===== config.mk =====
export PLATFORM = sky130hd
export DESIGN_NAME = priority_burst_cap_rr_scheduler_top
export DESIGN_NICKNAME = d
export VERILOG_FILES = /design/src/hw/rtl/pbcs_pkg.sv /design/src/hw/rtl/pbcs_regs.sv /design/src/hw/rtl/pbcs_ctrl.sv /design/src/hw/rtl/pbcs_dp.sv /design/src/hw/rtl/priority_burst_cap_rr_scheduler_top.sv
export SDC_FILE = /design/constraint.sdc
export NUM_CORES = 1
export LEC_CHECK = 0
export CORE_ASPECT_RATIO = 1.1
export CORE_MARGIN = 8
export CORE_UTILIZATION = 40
export DETAILED_ROUTE_END_ITERATION = 8
export DONT_BUFFER_PORTS = 1
export SYNTH_ARGS = -nofsm -noshare
export SYNTH_HDL_FRONTEND = slang
export SYNTH_HIERARCHICAL = 1
export SYNTH_SLANG_ARGS = --single-unit
export TNS_END_PERCENT = 1

===== constraint.sdc =====
create_clock -name aclk -period 10.9 [get_ports aclk]
set_input_delay 3.27 -clock aclk [delete_from_list [all_inputs] [get_ports aclk]]
set_output_delay 3.27 -clock aclk [all_outputs]
set_load 0.005 [all_outputs]

===== src/hw/rtl/pbcs_pkg.sv =====
// Shared types and constants of the priority burst-cap scheduler.
// Used by every RTL file of the block; depends on nothing.
package pbcs_pkg;

    localparam int ADDR_W  = 4;
    localparam int DATA_W  = 32;
    localparam int QIDX_W  = 3;
    localparam int BURST_W = 8;
    localparam int QCNT_W  = 4;
    localparam int TOTAL_W = 32;

    // register indexes (byte address bits [3:2])
    localparam logic [1:0] REG_PRIO_IDX  = 2'd0;
    localparam logic [1:0] REG_BURST_CAP = 2'd1;
    localparam logic [1:0] REG_QUEUE_CNT = 2'd2;

    localparam logic [QIDX_W-1:0]  PRIO_IDX_RST  = 3'd0;
    localparam logic [BURST_W-1:0] BURST_CAP_RST = 8'd8;
    localparam logic [QCNT_W-1:0]  QUEUE_CNT_RST = 4'd8;

    localparam logic [BURST_W-1:0] BURST_MAX = 8'hFF;

    localparam logic MODE_ENQ = 1'b0;
    localparam logic MODE_DEQ = 1'b1;

    typedef struct packed {
        logic              mode;
        logic [QIDX_W-1:0] queue_index;
    } in_item_t;

    typedef struct packed {
        logic               granted;
        logic [QIDX_W-1:0]  granted_queue;
        logic               forced_classic;
        logic [BURST_W-1:0] burst_count_now;
        logic [TOTAL_W-1:0] forced_total;
    } out_item_t;

    typedef struct packed {
        logic [QIDX_W-1:0]  prio_idx;
        logic [BURST_W-1:0] burst_cap;
        logic [QCNT_W-1:0]  queue_count;
    } cfg_t;

    typedef struct packed {
        logic capture;
        logic enq_commit;
        logic wrap_step;
        logic deq_commit;
    } cmd_t;

    typedef struct packed {
        logic is_deq;
        logic cursor_high;
        logic out_busy;
    } stat_t;

    typedef enum logic {
        ST_IDLE,
        ST_RUN
    } state_t;

endpackage


===== src/hw/rtl/pbcs_regs.sv =====
// APB-style configuration registers of the scheduler.
// Depends on pbcs_pkg.
module pbcs_regs (
    input  logic                        aclk,
    input  logic                        aresetn,
    input  logic                        psel,
    input  logic                        penable,
    input  logic                        pwrite,
    input  logic [pbcs_pkg::ADDR_W-1:0] paddr,
    input  logic [pbcs_pkg::DATA_W-1:0] pwdata,
    output logic [pbcs_pkg::DATA_W-1:0] prdata,
    output logic                        pready,
    output pbcs_pkg::cfg_t              cfg
);

    pbcs_pkg::cfg_t cfg_reg;
    logic           wr_en;

    assign pready = 1'b1;
    assign wr_en  = psel && penable && pwrite;
    assign cfg    = cfg_reg;

    always_ff @(posedge aclk) begin
        if (!aresetn) begin
            cfg_reg.prio_idx    <= pbcs_pkg::PRIO_IDX_RST;
            cfg_reg.burst_cap   <= pbcs_pkg::BURST_CAP_RST;
            cfg_reg.queue_count <= pbcs_pkg::QUEUE_CNT_RST;
        end else if (wr_en) begin
            case (paddr[3:2])
                pbcs_pkg::REG_PRIO_IDX:  cfg_reg.prio_idx    <= pwdata[pbcs_pkg::QIDX_W-1:0];
                pbcs_pkg::REG_BURST_CAP: cfg_reg.burst_cap   <= pwdata[pbcs_pkg::BURST_W-1:0];
                pbcs_pkg::REG_QUEUE_CNT: cfg_reg.queue_count <= pwdata[pbcs_pkg::QCNT_W-1:0];
                default: ;
            endcase
        end
    end

    always_comb begin
        case (paddr[3:2])
            pbcs_pkg::REG_PRIO_IDX:  prdata = pbcs_pkg::DATA_W'(cfg_reg.prio_idx);
            pbcs_pkg::REG_BURST_CAP: prdata = pbcs_pkg::DATA_W'(cfg_reg.burst_cap);
            pbcs_pkg::REG_QUEUE_CNT: prdata = pbcs_pkg::DATA_W'(cfg_reg.queue_count);
            default:                 prdata = '0;
        endcase
    end

endmodule


===== src/hw/rtl/pbcs_ctrl.sv =====
// Control state machine: takes an item, then sequences the cursor wrap
// and the enqueue or dequeue commit. Depends on pbcs_pkg.
module pbcs_ctrl (
    input  logic              aclk,
    input  logic              aresetn,
    input  logic              s_valid,
    output logic              s_ready,
    input  pbcs_pkg::stat_t   stat,
    output pbcs_pkg::cmd_t    cmd
);

    pbcs_pkg::state_t state_reg;
    pbcs_pkg::state_t state_next;

    always_ff @(posedge aclk) begin
        if (!aresetn) begin
            state_reg <= pbcs_pkg::ST_IDLE;
        end else begin
            state_reg <= state_next;
        end
    end

    always_comb begin
        state_next = state_reg;
        cmd        = '0;
        s_ready    = 1'b0;
        case (state_reg)
            pbcs_pkg::ST_IDLE: begin
                s_ready = 1'b1;
                if (s_valid) begin
                    cmd.capture = 1'b1;
                    state_next  = pbcs_pkg::ST_RUN;
                end
            end
            pbcs_pkg::ST_RUN: begin
                if (!stat.is_deq) begin
                    cmd.enq_commit = 1'b1;
                    state_next     = pbcs_pkg::ST_IDLE;
                end else if (stat.cursor_high) begin
                    // cursor left at or beyond a shrunk queue count: reduce it first
                    cmd.wrap_step = 1'b1;
                end else if (!stat.out_busy) begin
                    cmd.deq_commit = 1'b1;
                    state_next     = pbcs_pkg::ST_IDLE;
                end
            end
            default: begin
                state_next = pbcs_pkg::ST_IDLE;
            end
        endcase
    end

endmodule


===== src/hw/rtl/pbcs_dp.sv =====
// Datapath: queue occupancy, burst counter, round-robin cursor, forced
// total, grant decision and output register. Depends on pbcs_pkg.
module pbcs_dp #(
    parameter int MAX_QUEUES  = 8,
    parameter int COUNT_WIDTH = 16
) (
    input  logic                aclk,
    input  logic                aresetn,
    input  pbcs_pkg::cfg_t      cfg,
    input  pbcs_pkg::cmd_t      cmd,
    output pbcs_pkg::stat_t     stat,
    input  pbcs_pkg::in_item_t  s_data,
    output logic                m_valid,
    input  logic                m_ready,
    output pbcs_pkg::out_item_t m_data
);

    localparam int CW = $clog2(MAX_QUEUES);
    localparam int NW = $clog2(MAX_QUEUES + 1);

    pbcs_pkg::in_item_t           in_reg;
    logic [COUNT_WIDTH-1:0]       occ_reg [MAX_QUEUES];
    logic [pbcs_pkg::BURST_W-1:0] burst_reg;
    logic [CW-1:0]                cursor_reg;
    logic [pbcs_pkg::TOTAL_W-1:0] forced_reg;
    logic                         m_valid_reg;
    pbcs_pkg::out_item_t          m_data_reg;

    logic [5:0]                   qc_ext;
    logic [5:0]                   n_wide;
    logic [NW-1:0]                n_use;
    logic [MAX_QUEUES-1:0]        nz;
    logic [MAX_QUEUES-1:0]        prio_hit;
    logic [MAX_QUEUES-1:0]        elig;
    logic [MAX_QUEUES-1:0]        upper;
    logic [MAX_QUEUES-1:0]        enq_hit;
    logic [MAX_QUEUES-1:0]        dec;
    logic                         up_found;
    logic                         all_found;
    logic [CW-1:0]                up_idx;
    logic [CW-1:0]                all_idx;
    logic [CW-1:0]                cls_idx;
    logic [NW-1:0]                cls_inc;
    logic [CW-1:0]                cursor_next;
    logic                         prio_ne;
    logic                         do_forced;
    logic                         do_prio;
    logic                         do_cls;
    logic [pbcs_pkg::BURST_W-1:0] burst_next;
    logic [pbcs_pkg::TOTAL_W-1:0] forced_next;
    logic [pbcs_pkg::QIDX_W-1:0]  grant_q;

    // queues in use: zero acts as one, clipped at MAX_QUEUES
    always_comb begin
        qc_ext = {2'b00, cfg.queue_count};
        if (qc_ext == 6'd0) begin
            n_wide = 6'd1;
        end else if (qc_ext > 6'(MAX_QUEUES)) begin
            n_wide = 6'(MAX_QUEUES);
        end else begin
            n_wide = qc_ext;
        end
        n_use = n_wide[NW-1:0];
    end

    always_comb begin
        for (int i = 0; i < MAX_QUEUES; i++) begin
            nz[i]       = (occ_reg[i] != '0);
            prio_hit[i] = (int'(cfg.prio_idx) == i);
            elig[i]     = nz[i] && (i < int'(n_use)) && !prio_hit[i];
            upper[i]    = elig[i] && (i >= int'(cursor_reg));
            enq_hit[i]  = (int'(in_reg.queue_index) == i);
        end
    end

    // round-robin pick: lowest eligible at or past the cursor, else lowest overall
    always_comb begin
        up_found  = 1'b0;
        all_found = 1'b0;
        up_idx    = '0;
        all_idx   = '0;
        for (int i = MAX_QUEUES - 1; i >= 0; i--) begin
            if (upper[i]) begin
                up_found = 1'b1;
                up_idx   = CW'(i);
            end
            if (elig[i]) begin
                all_found = 1'b1;
                all_idx   = CW'(i);
            end
        end
        cls_idx     = up_found ? up_idx : all_idx;
        cls_inc     = NW'(cls_idx) + NW'(1);
        cursor_next = (cls_inc == n_use) ? '0 : cls_inc[CW-1:0];
    end

    always_comb begin
        prio_ne   = |(nz & prio_hit);
        do_forced = (burst_reg >= cfg.burst_cap) && all_found;
        do_prio   = !do_forced && prio_ne;
        do_cls    = !do_forced && !do_prio && all_found;

        if (do_prio) begin
            burst_next = (burst_reg != pbcs_pkg::BURST_MAX) ? burst_reg + 8'd1 : burst_reg;
        end else begin
            burst_next = '0;
        end
        forced_next = forced_reg + pbcs_pkg::TOTAL_W'(do_forced);

        if (do_prio) begin
            grant_q = cfg.prio_idx;
        end else if (do_forced || do_cls) begin
            grant_q = pbcs_pkg::QIDX_W'(cls_idx);
        end else begin
            grant_q = '0;
        end

        for (int i = 0; i < MAX_QUEUES; i++) begin
            dec[i] = do_prio ? prio_hit[i] : ((do_forced || do_cls) && (int'(cls_idx) == i));
        end
    end

    always_ff @(posedge aclk) begin
        if (cmd.capture) begin
            in_reg <= s_data;
        end
    end

    always_ff @(posedge aclk) begin
        if (!aresetn) begin
            for (int i = 0; i < MAX_QUEUES; i++) begin
                occ_reg[i] <= '0;
            end
        end else begin
            for (int i = 0; i < MAX_QUEUES; i++) begin
                if (cmd.enq_commit && enq_hit[i] && (occ_reg[i] != '1)) begin
                    occ_reg[i] <= occ_reg[i] + COUNT_WIDTH'(1);
                end else if (cmd.deq_commit && dec[i]) begin
                    occ_reg[i] <= occ_reg[i] - COUNT_WIDTH'(1);
                end
            end
        end
    end

    always_ff @(posedge aclk) begin
        if (!aresetn) begin
            burst_reg  <= '0;
            cursor_reg <= '0;
            forced_reg <= '0;
        end else if (cmd.wrap_step) begin
            cursor_reg <= cursor_reg - CW'(n_use);
        end else if (cmd.deq_commit) begin
            burst_reg  <= burst_next;
            forced_reg <= forced_next;
            if (do_forced || do_cls) begin
                cursor_reg <= cursor_next;
            end
        end
    end

    always_ff @(posedge aclk) begin
        if (!aresetn) begin
            m_valid_reg <= 1'b0;
        end else if (cmd.deq_commit) begin
            m_valid_reg <= 1'b1;
        end else if (m_ready) begin
            m_valid_reg <= 1'b0;
        end
    end

    always_ff @(posedge aclk) begin
        if (cmd.deq_commit) begin
            m_data_reg.granted         <= do_forced || do_prio || do_cls;
            m_data_reg.granted_queue   <= grant_q;
            m_data_reg.forced_classic  <= do_forced;
            m_data_reg.burst_count_now <= burst_next;
            m_data_reg.forced_total    <= forced_next;
        end
    end

    assign stat.is_deq      = (in_reg.mode == pbcs_pkg::MODE_DEQ);
    assign stat.cursor_high = (NW'(cursor_reg) >= n_use);
    assign stat.out_busy    = m_valid_reg && !m_ready;

    assign m_valid = m_valid_reg;
    assign m_data  = m_data_reg;

endmodule


===== src/hw/rtl/priority_burst_cap_rr_scheduler_top.sv =====
// Top level of the strict-priority scheduler with burst cap and classic round-robin.
// Instantiates pbcs_regs, pbcs_ctrl and pbcs_dp; depends on pbcs_pkg.
//
//   channel   ports                          handshake      carries
//   input     s_valid s_ready s_data         valid/ready    enqueue or dequeue event
//   result    m_valid m_ready m_data         valid/ready    grant decision (dequeue only)
//   config    psel penable pwrite paddr ...  apb, pready=1  three registers at 0x0/0x4/0x8
//
// each item is taken in ST_IDLE, then ST_RUN commits the count update or decision
// a dequeue first takes wrap steps while the cursor sits at or past queue_count
// a decision also waits while the output register holds a result not yet taken
// the output register lets a new item be taken while the last result waits
// aresetn is synchronous; reset clears all counts at once, no clearing pass
module priority_burst_cap_rr_scheduler_top #(
    parameter int MAX_QUEUES  = 8,
    parameter int COUNT_WIDTH = 16
) (
    input  logic                        aclk,
    input  logic                        aresetn,
    input  logic                        s_valid,
    output logic                        s_ready,
    input  pbcs_pkg::in_item_t          s_data,
    output logic                        m_valid,
    input  logic                        m_ready,
    output pbcs_pkg::out_item_t         m_data,
    input  logic                        psel,
    input  logic                        penable,
    input  logic                        pwrite,
    input  logic [pbcs_pkg::ADDR_W-1:0] paddr,
    input  logic [pbcs_pkg::DATA_W-1:0] pwdata,
    output logic [pbcs_pkg::DATA_W-1:0] prdata,
    output logic                        pready
);

    pbcs_pkg::cfg_t  cfg;
    pbcs_pkg::cmd_t  cmd;
    pbcs_pkg::stat_t stat;

    pbcs_regs u_regs (
        .aclk    (aclk),
        .aresetn (aresetn),
        .psel    (psel),
        .penable (penable),
        .pwrite  (pwrite),
        .paddr   (paddr),
        .pwdata  (pwdata),
        .prdata  (prdata),
        .pready  (pready),
        .cfg     (cfg)
    );

    pbcs_ctrl u_ctrl (
        .aclk    (aclk),
        .aresetn (aresetn),
        .s_valid (s_valid),
        .s_ready (s_ready),
        .stat    (stat),
        .cmd     (cmd)
    );

    pbcs_dp #(
        .MAX_QUEUES  (MAX_QUEUES),
        .COUNT_WIDTH (COUNT_WIDTH)
    ) u_dp (
        .aclk    (aclk),
        .aresetn (aresetn),
        .cfg     (cfg),
        .cmd     (cmd),
        .stat    (stat),
        .s_data  (s_data),
        .m_valid (m_valid),
        .m_ready (m_ready),
        .m_data  (m_data)
    );

endmodule


Word level (Yosys, flattened, before mapping)
Memory sizes are Yosys's and may differ from the RTL's.
Index checks and enable logic that the tools add are counted.
{"block": "totals", "ram_bits": 128, "wordCells": 342, "regBits": 109, "memories": 1}
{"block": "classes", "magnitude_cmp": 18, "mux": 138, "eq_ne": 33, "n_reduce_logical": 98, "n_addsub": 20, "n_bitwise": 19}
{"memory": "u_dp.occ_reg", "words": 8, "width": 16, "rd": 8, "rd_clocked_by_memory_dff": 0, "wr": 8, "line_no": "pbcs_dp.sv:22", "rtl": "logic [COUNT_WIDTH-1:0] occ_reg [MAX_QUEUES];"}
{"operator": "16-bit 2-to-1 mux", "count": 16}
{"operator": "16-bit by 1-bit adder with 16-bit output (second input constant)", "count": 8}
{"operator": "16-bit != test (second input constant)", "count": 8}
{"operator": "16-bit nonzero test", "count": 8}
{"operator": "16-bit by 1-bit subtractor with 16-bit output (second input constant)", "count": 8}
{"operator": "1-bit 2-to-1 mux", "count": 92}
{"operator": "3-bit 2-to-1 mux", "count": 23}
{"operator": "1-bit logical AND", "count": 62}
{"operator": "3-bit == test (second input constant)", "count": 12}
{"operator": "32-bit by 1-bit adder with 32-bit output", "count": 1}
{"operator": "8-bit one-hot mux with 3 select lines", "count": 1}
{"operator": "3-bit by 2-bit == test with 1-bit output (second input constant)", "count": 6}
{"operator": "3-bit by 4-bit less-than comparator with 1-bit output (first input constant)", "count": 4}
{"operator": "8-bit 2-to-1 mux", "count": 2}
{"operator": "1-bit OR", "count": 16}
{"operator": "1-bit logical NOT", "count": 11}
{"operator": "2-bit AND reduction", "count": 5}
{"operator": "3-bit by 1-bit == test with 1-bit output (second input constant)", "count": 3}
{"operator": "3-bit >= comparator (first input constant)", "count": 3}
{"operator": "3-bit logical NOT", "count": 3}
{"operator": "8-bit by 1-bit adder with 8-bit output (second input constant)", "count": 1}
{"operator": "8-bit AND", "count": 1}
{"operator": "8-bit >= comparator", "count": 1}
{"operator": "1-bit by 4-bit less-than comparator with 1-bit output (first input constant)", "count": 2}
{"operator": "other kinds (20)", "count": 29}

Longest topological paths before layout
Gate-level depths: netlist of the first run.
{"block": "depth", "word_depth": 29, "depth_mapped": 26}

Modules after synthesis
The synthesis of the first run kept the hierarchy.
{"mod": "pbcs_dp", "seq_area_each_um2": 6195.9, "instances": 1, "area_per_inst_um2": 15406.0, "cells_each": 1624}
{"mod": "pbcs_regs", "seq_area_each_um2": 300.3, "instances": 1, "area_per_inst_um2": 910.9, "cells_each": 105}
{"mod": "pbcs_ctrl", "seq_area_each_um2": 20.0, "instances": 1, "area_per_inst_um2": 67.6, "cells_each": 9}

Least setup slack after synthesis of the first run
No wires, ideal clock.
{"block": "synth_timing", "path_kind": "input-to-reg", "start": "input port m_ready", "end": "memory u_dp.occ_reg[2][14], in the netlist u_dp/occ_reg[0][46] (data pin)", "t_required_ps": 10748, "n_path_buf": 2, "slack_ps": 758, "arrival_time_ps": 9990, "cell_stages": 17, "cell_sequence": "nor2b_1 nor3_1 clkbuf_1 nand2_1 clkbuf_1 a211o_1 inv_2 ha_1 nor2b_1 o21ai_0 a21oi_1 o21ai_0 a21oi_1 a41o_1 o41a_1 or4b_2 a31oi_1"}
{"item": "start: declaration", "line_no": "priority_burst_cap_rr_scheduler_top.sv:24", "rtl": "input logic m_ready,"}
{"item": "end: declaration", "line_no": "pbcs_dp.sv:22"}

==> results of run 1 <==
==> cell families after synthesis <==
group	Yosys count	synth area share, %
AOI/OAI and AO/OA	388	16.0
and+or+nand+nor	691	21.5
muxes	32	2.11
xor gates and xnor gates	117	6.25
buffers and inverters	143	4.22
adders and majority gates	128	10.1
DFF	237	39.8
other	2	0.0458
==> power breakdown <==
group          switching, mW  internal (mW)
registers             0.0334           1.00
logic                 0.0905         0.0535
clock network          0.390          0.532
total                  0.513           1.59
==> cell type report <==
type,count,area (um2),area share (%)
Antenna cell,1,2.50,0.0142
Clock buffer,36,783,4.44
Clock inverter,17,120,0.680
Inverter,69,259,1.47
Multi-Input combinational cell,1381,9270,52.5
Sequential cell,237,6520,36.9
Tap cell,513,642,3.64
Timing Repair Buffer,8,60.1,0.340
==> synth_stat cells (17+ instances only) <==
cell type	n	area share [%]
a21o_1	19	0.87
a21oi_1	122	3.7
a31oi_1	21	0.80
and2_1	22	0.84
and3_1	34	1.3
buf_4	27	1.2
clkbuf_1	27	0.62
dfxtp_1	60	7.3
edfxtp_1	177	32
ha_1	120	9.2
inv_1	66	1.5
mux2i_1	30	1.8
nand2_1	141	3.2
nand2b_1	17	0.65
nand3_1	39	1.2
nand4_1	46	1.8
nor2_1	174	4.0
nor2b_1	30	1.1
nor3_1	67	2.0
nor4_1	39	1.5
o21a_1	17	0.78
o21ai_0	69	2.1
or3_1	34	1.3
xnor2_1	52	2.8
xor2_1	65	3.5
==> metal layers <==
metal / up-vias / GRT usage (%)
li1: 6429 / -
met1: 6246 / 19.7
met2: 227 / 26.4
met3: 66 / 1.92
met4: 0 / 4.34
met5: - / 0
==> worst max-delay path by stage <==
stage,end,slack (ns),depth (start not counted)
3_3_place_gp,u_dp/occ_reg[0][63]$_SDFFCE_PN0P_,2.97,18
6_report,u_dp/occ_reg[0][15]$_SDFFCE_PN0P_,3.37,17
2_1_floorplan,u_dp/occ_reg[0][46]$_SDFFCE_PN0P_,0.76,17
5_1_grt,u_dp/occ_reg[0][63]$_SDFFCE_PN0P_,3.00,18
4_1_cts,u_dp/occ_reg[0][15]$_SDFFCE_PN0P_,3.45,17
3_5_place_dp,u_dp/occ_reg[0][15]$_SDFFCE_PN0P_,2.86,17
==> cells in the final DEF (no fill, tap or decap), types with 6 or more instances in the layout <==
cell / netlist / layout
edfxtp_1: 177 / 177
nor2_1: 174 / 174
nand2_1: 141 / 141
a21oi_1: 122 / 122
ha_1: 120 / 120
o21ai_0: 69 / 68
nor3_1: 67 / 66
inv_1: 66 / 65
xor2_1: 65 / 65
dfxtp_1: 60 / 60
xnor2_1: 52 / 52
nand4_1: 46 / 46
nand3_1: 39 / 39
nor4_1: 39 / 39
and3_1: 34 / 34
or3_1: 34 / 34
clkbuf_16: 0 / 30
nor2b_1: 30 / 30
mux2i_1: 30 / 30
conb_1: 2 / 25
and2_1: 22 / 22
a31oi_1: 21 / 21
a21o_1: 19 / 19
o21a_1: 17 / 17
nand2b_1: 17 / 17
or2_2: 14 / 14
a211oi_1: 14 / 14
a211o_1: 11 / 11
o21bai_1: 10 / 10
a41oi_1: 9 / 9
o211ai_1: 8 / 8
fa_1: 8 / 8
buf_4: 27 / 8
and4_1: 7 / 7
clkinv_2: 0 / 6
o22ai_1: 6 / 6
o31ai_1: 6 / 6
o2111ai_1: 6 / 6
a221oi_1: 6 / 6
==> worst reg2reg max path, stage by stage, from the launching register on <==
cell and delay, ns:
edfxtp_1 0.46, inv_1 0.11, ha_1 0.20, nor3b_4 0.32
nand4_1 0.26, o21ai_0 0.34, o32ai_1 0.12, a32o_1 0.27
a31oi_2 0.47, inv_1 0.14, ha_1 0.25, ha_1 0.18
and3_1 0.18, nor2b_1 0.13, o211ai_1 0.14, and2_1 0.21
inv_1 0.25, ha_1 0.44, o21ai_0 0.12, o21ai_0 0.20
a21oi_1 0.13, o21bai_1 0.24, a2111oi_0 0.18, o41ai_1 0.62
a31oi_1 0.19, or3_1 0.33, a21oi_1 0.12
==> impl_metrics.json, run 1 <==
{
  "status": "complete, no violations",
  "overflow": 0,
  "start_util_pct": 40.7,
  "startpoint": "m_ready",
  "worstHoldPathCells": 2,
  "leakage_nw": 6.78,
  "rows": 77,
  "largest_reg_flops": 128,
  "maxSlewHeadroom_pct": 37.2,
  "critPathMaxStageDelay_ns": 0.58,
  "synth_warnings": 6,
  "clock_path_buffers": 3,
  "cts.clk_slew.worst_paths_ns": 0.06,
  "final.setup_skew_ns": 0.0107,
  "wl_met1_um": 17500,
  "hp-start": "u_dp/forced_reg[0]$_SDFFE_PN0P_",
  "worstRegToRegCells": 26,
  "cp-start-kind": "input port",
  "grt_pass1_wl_um": 62300,
  "rsz0062_at_grt": "false",
  "r2r-end": "u_dp/occ_reg[0][63]$_SDFFCE_PN0P_",
  "ios": 127,
  "path_class": "in2reg",
  "place_area_um2": 16700,
  "report.final.slew_viol_count": 0,
  "htreeDepth": 1,
  "power_mw": 2.10,
  "syn_area_um2": 16400,
  "synthArstFlopShare_pct": 0,
  "ant_nets": 0,
  "synth-edff-count": 177,
  "place_ws_ns": 2.86,
  "cts_tree": "built",
  "syn_inst": 1738,
  "critPathTopFamily": "simple AND/OR/NAND/NOR gates",
  "fin_nets": 1901,
  "die_w_um": 209,
  "clock-root-buffer": "clkbuf_16",
  "wl_met3_um": 1250,
  "grt_max_degree": 75,
  "hp-class": "reg2reg",
  "die_h_um": 228,
  "setup_viol": 0,
  "drv_cap": 0,
  "grt_pass1_vias": 12377,
  "cpMaxStageDelayCell": "buf_4",
  "setup_slack_ns": 3.37,
  "drive_gt1_share_pct": 5.89,
  "design.core.area_um2": 40300,
  "vias": 12968,
  "fin_cells": 2262,
  "drc_errors": 0,
  "arrival_ns": 7.94,
  "path_max_fanout": 54,
  "r2r-start": "u_dp/occ_reg[1][16]$_DFFE_PP_",
  "max_slew.worst_pin.slew_ns": 0.942,
  "wire_per_inst_um": 16.7,
  "place_congestion": 0.844,
  "worst-path-buf-inv": 2,
  "max-vdd-ir-drop_uv": 113,
  "endpoint_kind": "flip-flop",
  "wl_um": 37800,
  "final_util_pct": 43.8,
  "cp_cell_sequence": "nor2b_1, nor3_2, buf_4, and3_1, o2111ai_2, a21o_1, inv_1, ha_1, a211o_1, a21oi_1, o31ai_1, a41oi_1, nor4b_1, o31ai_1, and3_1, or3_1, mux2i_1",
  "synth.avg_cell_area_um2": 9.43,
  "placedCellCount": 2208,
  "wl_met2_um": 18200,
  "hold_end": "u_dp/forced_reg[0]$_SDFFE_PN0P_",
  "yosys_register_bits": 237,
  "regToRegSetupSlack_ns": 4.18,
  "cts_buffers": 29,
  "fmax_ghz": 0.133,
  "fill_cells": 3931,
  "ctsResizeCount": 0,
  "track_usage_pct": 15.3,
  "die_area_um2": 47700,
  "cts_setup_buffers": 0,
  "firstDrtPassIters": 6,
  "powerDensity_nw_per_um2": 119,
  "clk_latency_ns": 0.57,
  "synth-main-ff-cell": "edfxtp_1",
  "dp.final_hpwl_um": 26900,
  "ys_types": 96,
  "synth_seq_area_share_pct": 39.8,
  "routed.top_layer": "met4",
  "syn_to_final_growth_pct": 7.74,
  "finalHoldViolCount": 0,
  "first_iter_violations": 768,
  "postLayoutCellArea_um2": 17700,
  "setup_tns_ns": 0,
  "cts_hold_buf": 0,
  "portBuffers": 0,
  "fin_hold_ws_ns": 0.468,
  "critical_path_required_ns": 11.31,
  "viasPerCell": 5.73,
  "finalCriticalPeriod_ns": 7.53,
  "cts_num_sinks": 237,
  "antenna_found_initial": 1,
  "fin_crit_sh_pct": 69.1
}
Power figures use the tool's default switching activity.
==> run 2: changes to the inputs <==
==> constraint.sdc (replaced) <==
create_clock -name aclk -period 6.79 [get_ports aclk]
set_input_delay 2.037 -clock aclk [delete_from_list [all_inputs] [get_ports aclk]]
set_output_delay 2.037 -clock aclk [all_outputs]
set_load 0.005 [all_outputs]
==> run 2 against run 1 <==
Effect of this change:
- combinational power is 62% higher
- global-route usage is 0.17 points higher
- clock-buffer cell count is 6 higher
- largest cell class unchanged
- power is 66% higher
- setup slack worse by 2.7 ns
- final cell count is 0.62% higher
- non-clock buffer count is 13 higher
- sequential power is 60% higher
==> impl_metrics.json, run 2 (same netlist as run 1, synthesis figures left out) <==
{
  "ant_nets": 0,
  "place_congestion": 0.854,
  "r2r-end": "u_dp/occ_reg[0][46]$_SDFFCE_PN0P_",
  "leakage_nw": 6.88,
  "drc_errors": 0,
  "rows": 77,
  "power.share.clock_pct": 45.8,
  "drive_gt1_share_pct": 6.92,
  "path_class": "reg2reg",
  "fin_cells": 2276,
  "track_usage_pct": 15.4,
  "grt_max_degree": 74,
  "hp-start": "u_dp/forced_reg[0]$_SDFFE_PN0P_",
  "hp-class": "reg2reg",
  "power_frac_comb_pct": 6.7,
  "cts.clk_slew.worst_paths_ns": 0.06,
  "drv_cap": 0,
  "cts_tree": "built",
  "setup_viol": 0,
  "syn_to_final_growth_pct": 9.06,
  "clk_latency_ns": 0.57,
  "final_cell_mix": "edfxtp_1, nor2_1, nand2_1",
  "pwr-share-seq_pct": 47.5,
  "regToRegSetupSlack_ns": 0.62,
  "start_util_pct": 40.7,
  "dp.final_hpwl_um": 27600,
  "vias": 12940,
  "hold_end": "u_dp/forced_reg[0]$_SDFFE_PN0P_",
  "arrival_ns": 6.57,
  "place_ws_ns": 0.448,
  "clock-root-buffer": "clkbuf_16",
  "maxSlewHeadroom_pct": 36.6,
  "powerDensity_nw_per_um2": 196,
  "r2r-start": "u_dp/occ_reg[1][16]$_DFFE_PP_",
  "die_h_um": 228,
  "p_int_mw": 2.66,
  "grt_pass1_vias": 12563,
  "portBuffers": 0,
  "cp-start-kind": "flip-flop",
  "rsz0062_at_grt": "false",
  "fin_nets": 1914,
  "fin_crit_sh_pct": 90.8,
  "cts_num_sinks": 237,
  "grt_pass1_wl_um": 62600,
  "die_w_um": 209,
  "first_iter_violations": 756,
  "path_max_fanout": 15,
  "switching_share_pct": 23.8,
  "worstRegToRegCells": 23,
  "endpoint_kind": "flip-flop",
  "design.core.area_um2": 40300,
  "overflow": 0,
  "viasPerCell": 5.69,
  "wire_per_inst_um": 16.7,
  "placedCellCount": 2219,
  "report.final.slew_viol_count": 0,
  "htreeDepth": 1,
  "die_area_um2": 47700,
  "antenna_found_initial": 3,
  "power_mw": 3.50,
  "max-vdd-ir-drop_uv": 192,
  "firstDrtPassIters": 5,
  "cts_buffers": 29,
  "status": "complete, no violations",
  "worstHoldPathCells": 2,
  "max_slew.worst_pin.slew_ns": 0.951,
  "fin_hold_ws_ns": 0.470,
  "final.setup_skew_ns": 0.0279,
  "finalCriticalPeriod_ns": 6.17,
  "fmax_ghz": 0.162,
  "largest_reg_flops": 128,
  "p_switching_mw": 0.833,
  "final_common_cell": "edfxtp_1",
  "wl_um": 38000,
  "clock_path_buffers": 3,
  "ios": 127,
  "critical_path_required_ns": 7.19,
  "setup_slack_ns": 0.622,
  "setup_tns_ns": 0,
  "finalHoldViolCount": 0,
  "fill_cells": 3874
}
## run 2: worst max path at each step
| stage | from | end | slack (ns) |
|---|---|---|---|
| finish | u_dp/occ_reg[1][16]$_DFFE_PP_ | u_dp/occ_reg[0][46]$_SDFFCE_PN0P_ | 0.62 |
| global route | u_dp/occ_reg[1][16]$_DFFE_PP_ | u_dp/occ_reg[0][15]$_SDFFCE_PN0P_ | 0.006 |
| CTS | u_dp/occ_reg[1][16]$_DFFE_PP_ | u_dp/occ_reg[0][63]$_SDFFCE_PN0P_ | 0.40 |
| detailed placement | u_dp/occ_reg[1][16]$_DFFE_PP_ | u_dp/occ_reg[0][63]$_SDFFCE_PN0P_ | 0.45 |
| global placement | u_dp/occ_reg[1][16]$_DFFE_PP_ | u_dp/occ_reg[0][63]$_SDFFCE_PN0P_ | 0.49 |
| floorplan | m_ready | u_dp/occ_reg[0][63]$_SDFFCE_PN0P_ | 0.001 |
## run 2: critical path, stage by stage, from the launching register on
cell and delay [ns]:
edfxtp_1 0.47, inv_1 0.12, ha_1 0.19, nor3b_4 0.33, nand4_1 0.24, o21a_1 0.29, o22ai_1 0.38, o31a_1 0.22
o21bai_1 0.09, inv_1 0.10, ha_1 0.17, o2111ai_1 0.15, a211o_1 0.41, inv_4 0.20, ha_1 0.30, nor2b_1 0.16
o21ai_0 0.20, a21oi_1 0.12, o21ai_0 0.27, a21oi_1 0.14, a41o_1 0.28, o41a_1 0.36, or4b_2 0.64, a31oi_1 0.17
## run 2: final cells by class
| cell class | instances | area [um2] | area share (%) |
|---|---|---|---|
| clock buffers | 42 | 867 | 4.85 |
| inverters | 69 | 265 | 1.48 |
| flip-flops and latches | 237 | 6520 | 36.5 |
| well taps | 513 | 642 | 3.59 |
| clock inverters | 12 | 135 | 0.756 |
| diodes | 1 | 2.50 | 0.0140 |
| repair buffers | 21 | 158 | 0.882 |
| multi-input cells | 1381 | 9280 | 52.0 |
## run 2: power groups by stage
stage,Clock [mW],Combinational (mW),Sequential (mW)
floorplan,0,0.201,1.67
global placement,0,0.225,1.69
detailed placement,0,0.232,1.69
CTS,1.66,0.233,1.66
global route,1.71,0.264,1.67
finish,1.60,0.233,1.66
## run 2: timing repair
action | CTS | global route
endpoints found under the setup margin | 0 | 3
hold buffers | 0 | 0
gates resized for setup | 0 | 3
setup buffers | 0 | 2
## run 2: layer usage
metal	part of all wire (%)	wire [um]	GRT usage, %
met2	49	18500	27.4
met5	0.063	24	0
met4	2.2	824	4.58
met3	4.4	1690	2.15
met1	45	16900	19.1
## run 2: through the flow
step | utilization (%) | instance area, um2
floorplan | - | 16500
global placement | 41.8 | 16800
detailed placement | 41.8 | 16800
CTS | 44.3 | 17800
global route | 44.4 | 17900
finish | 44.4 | 17900
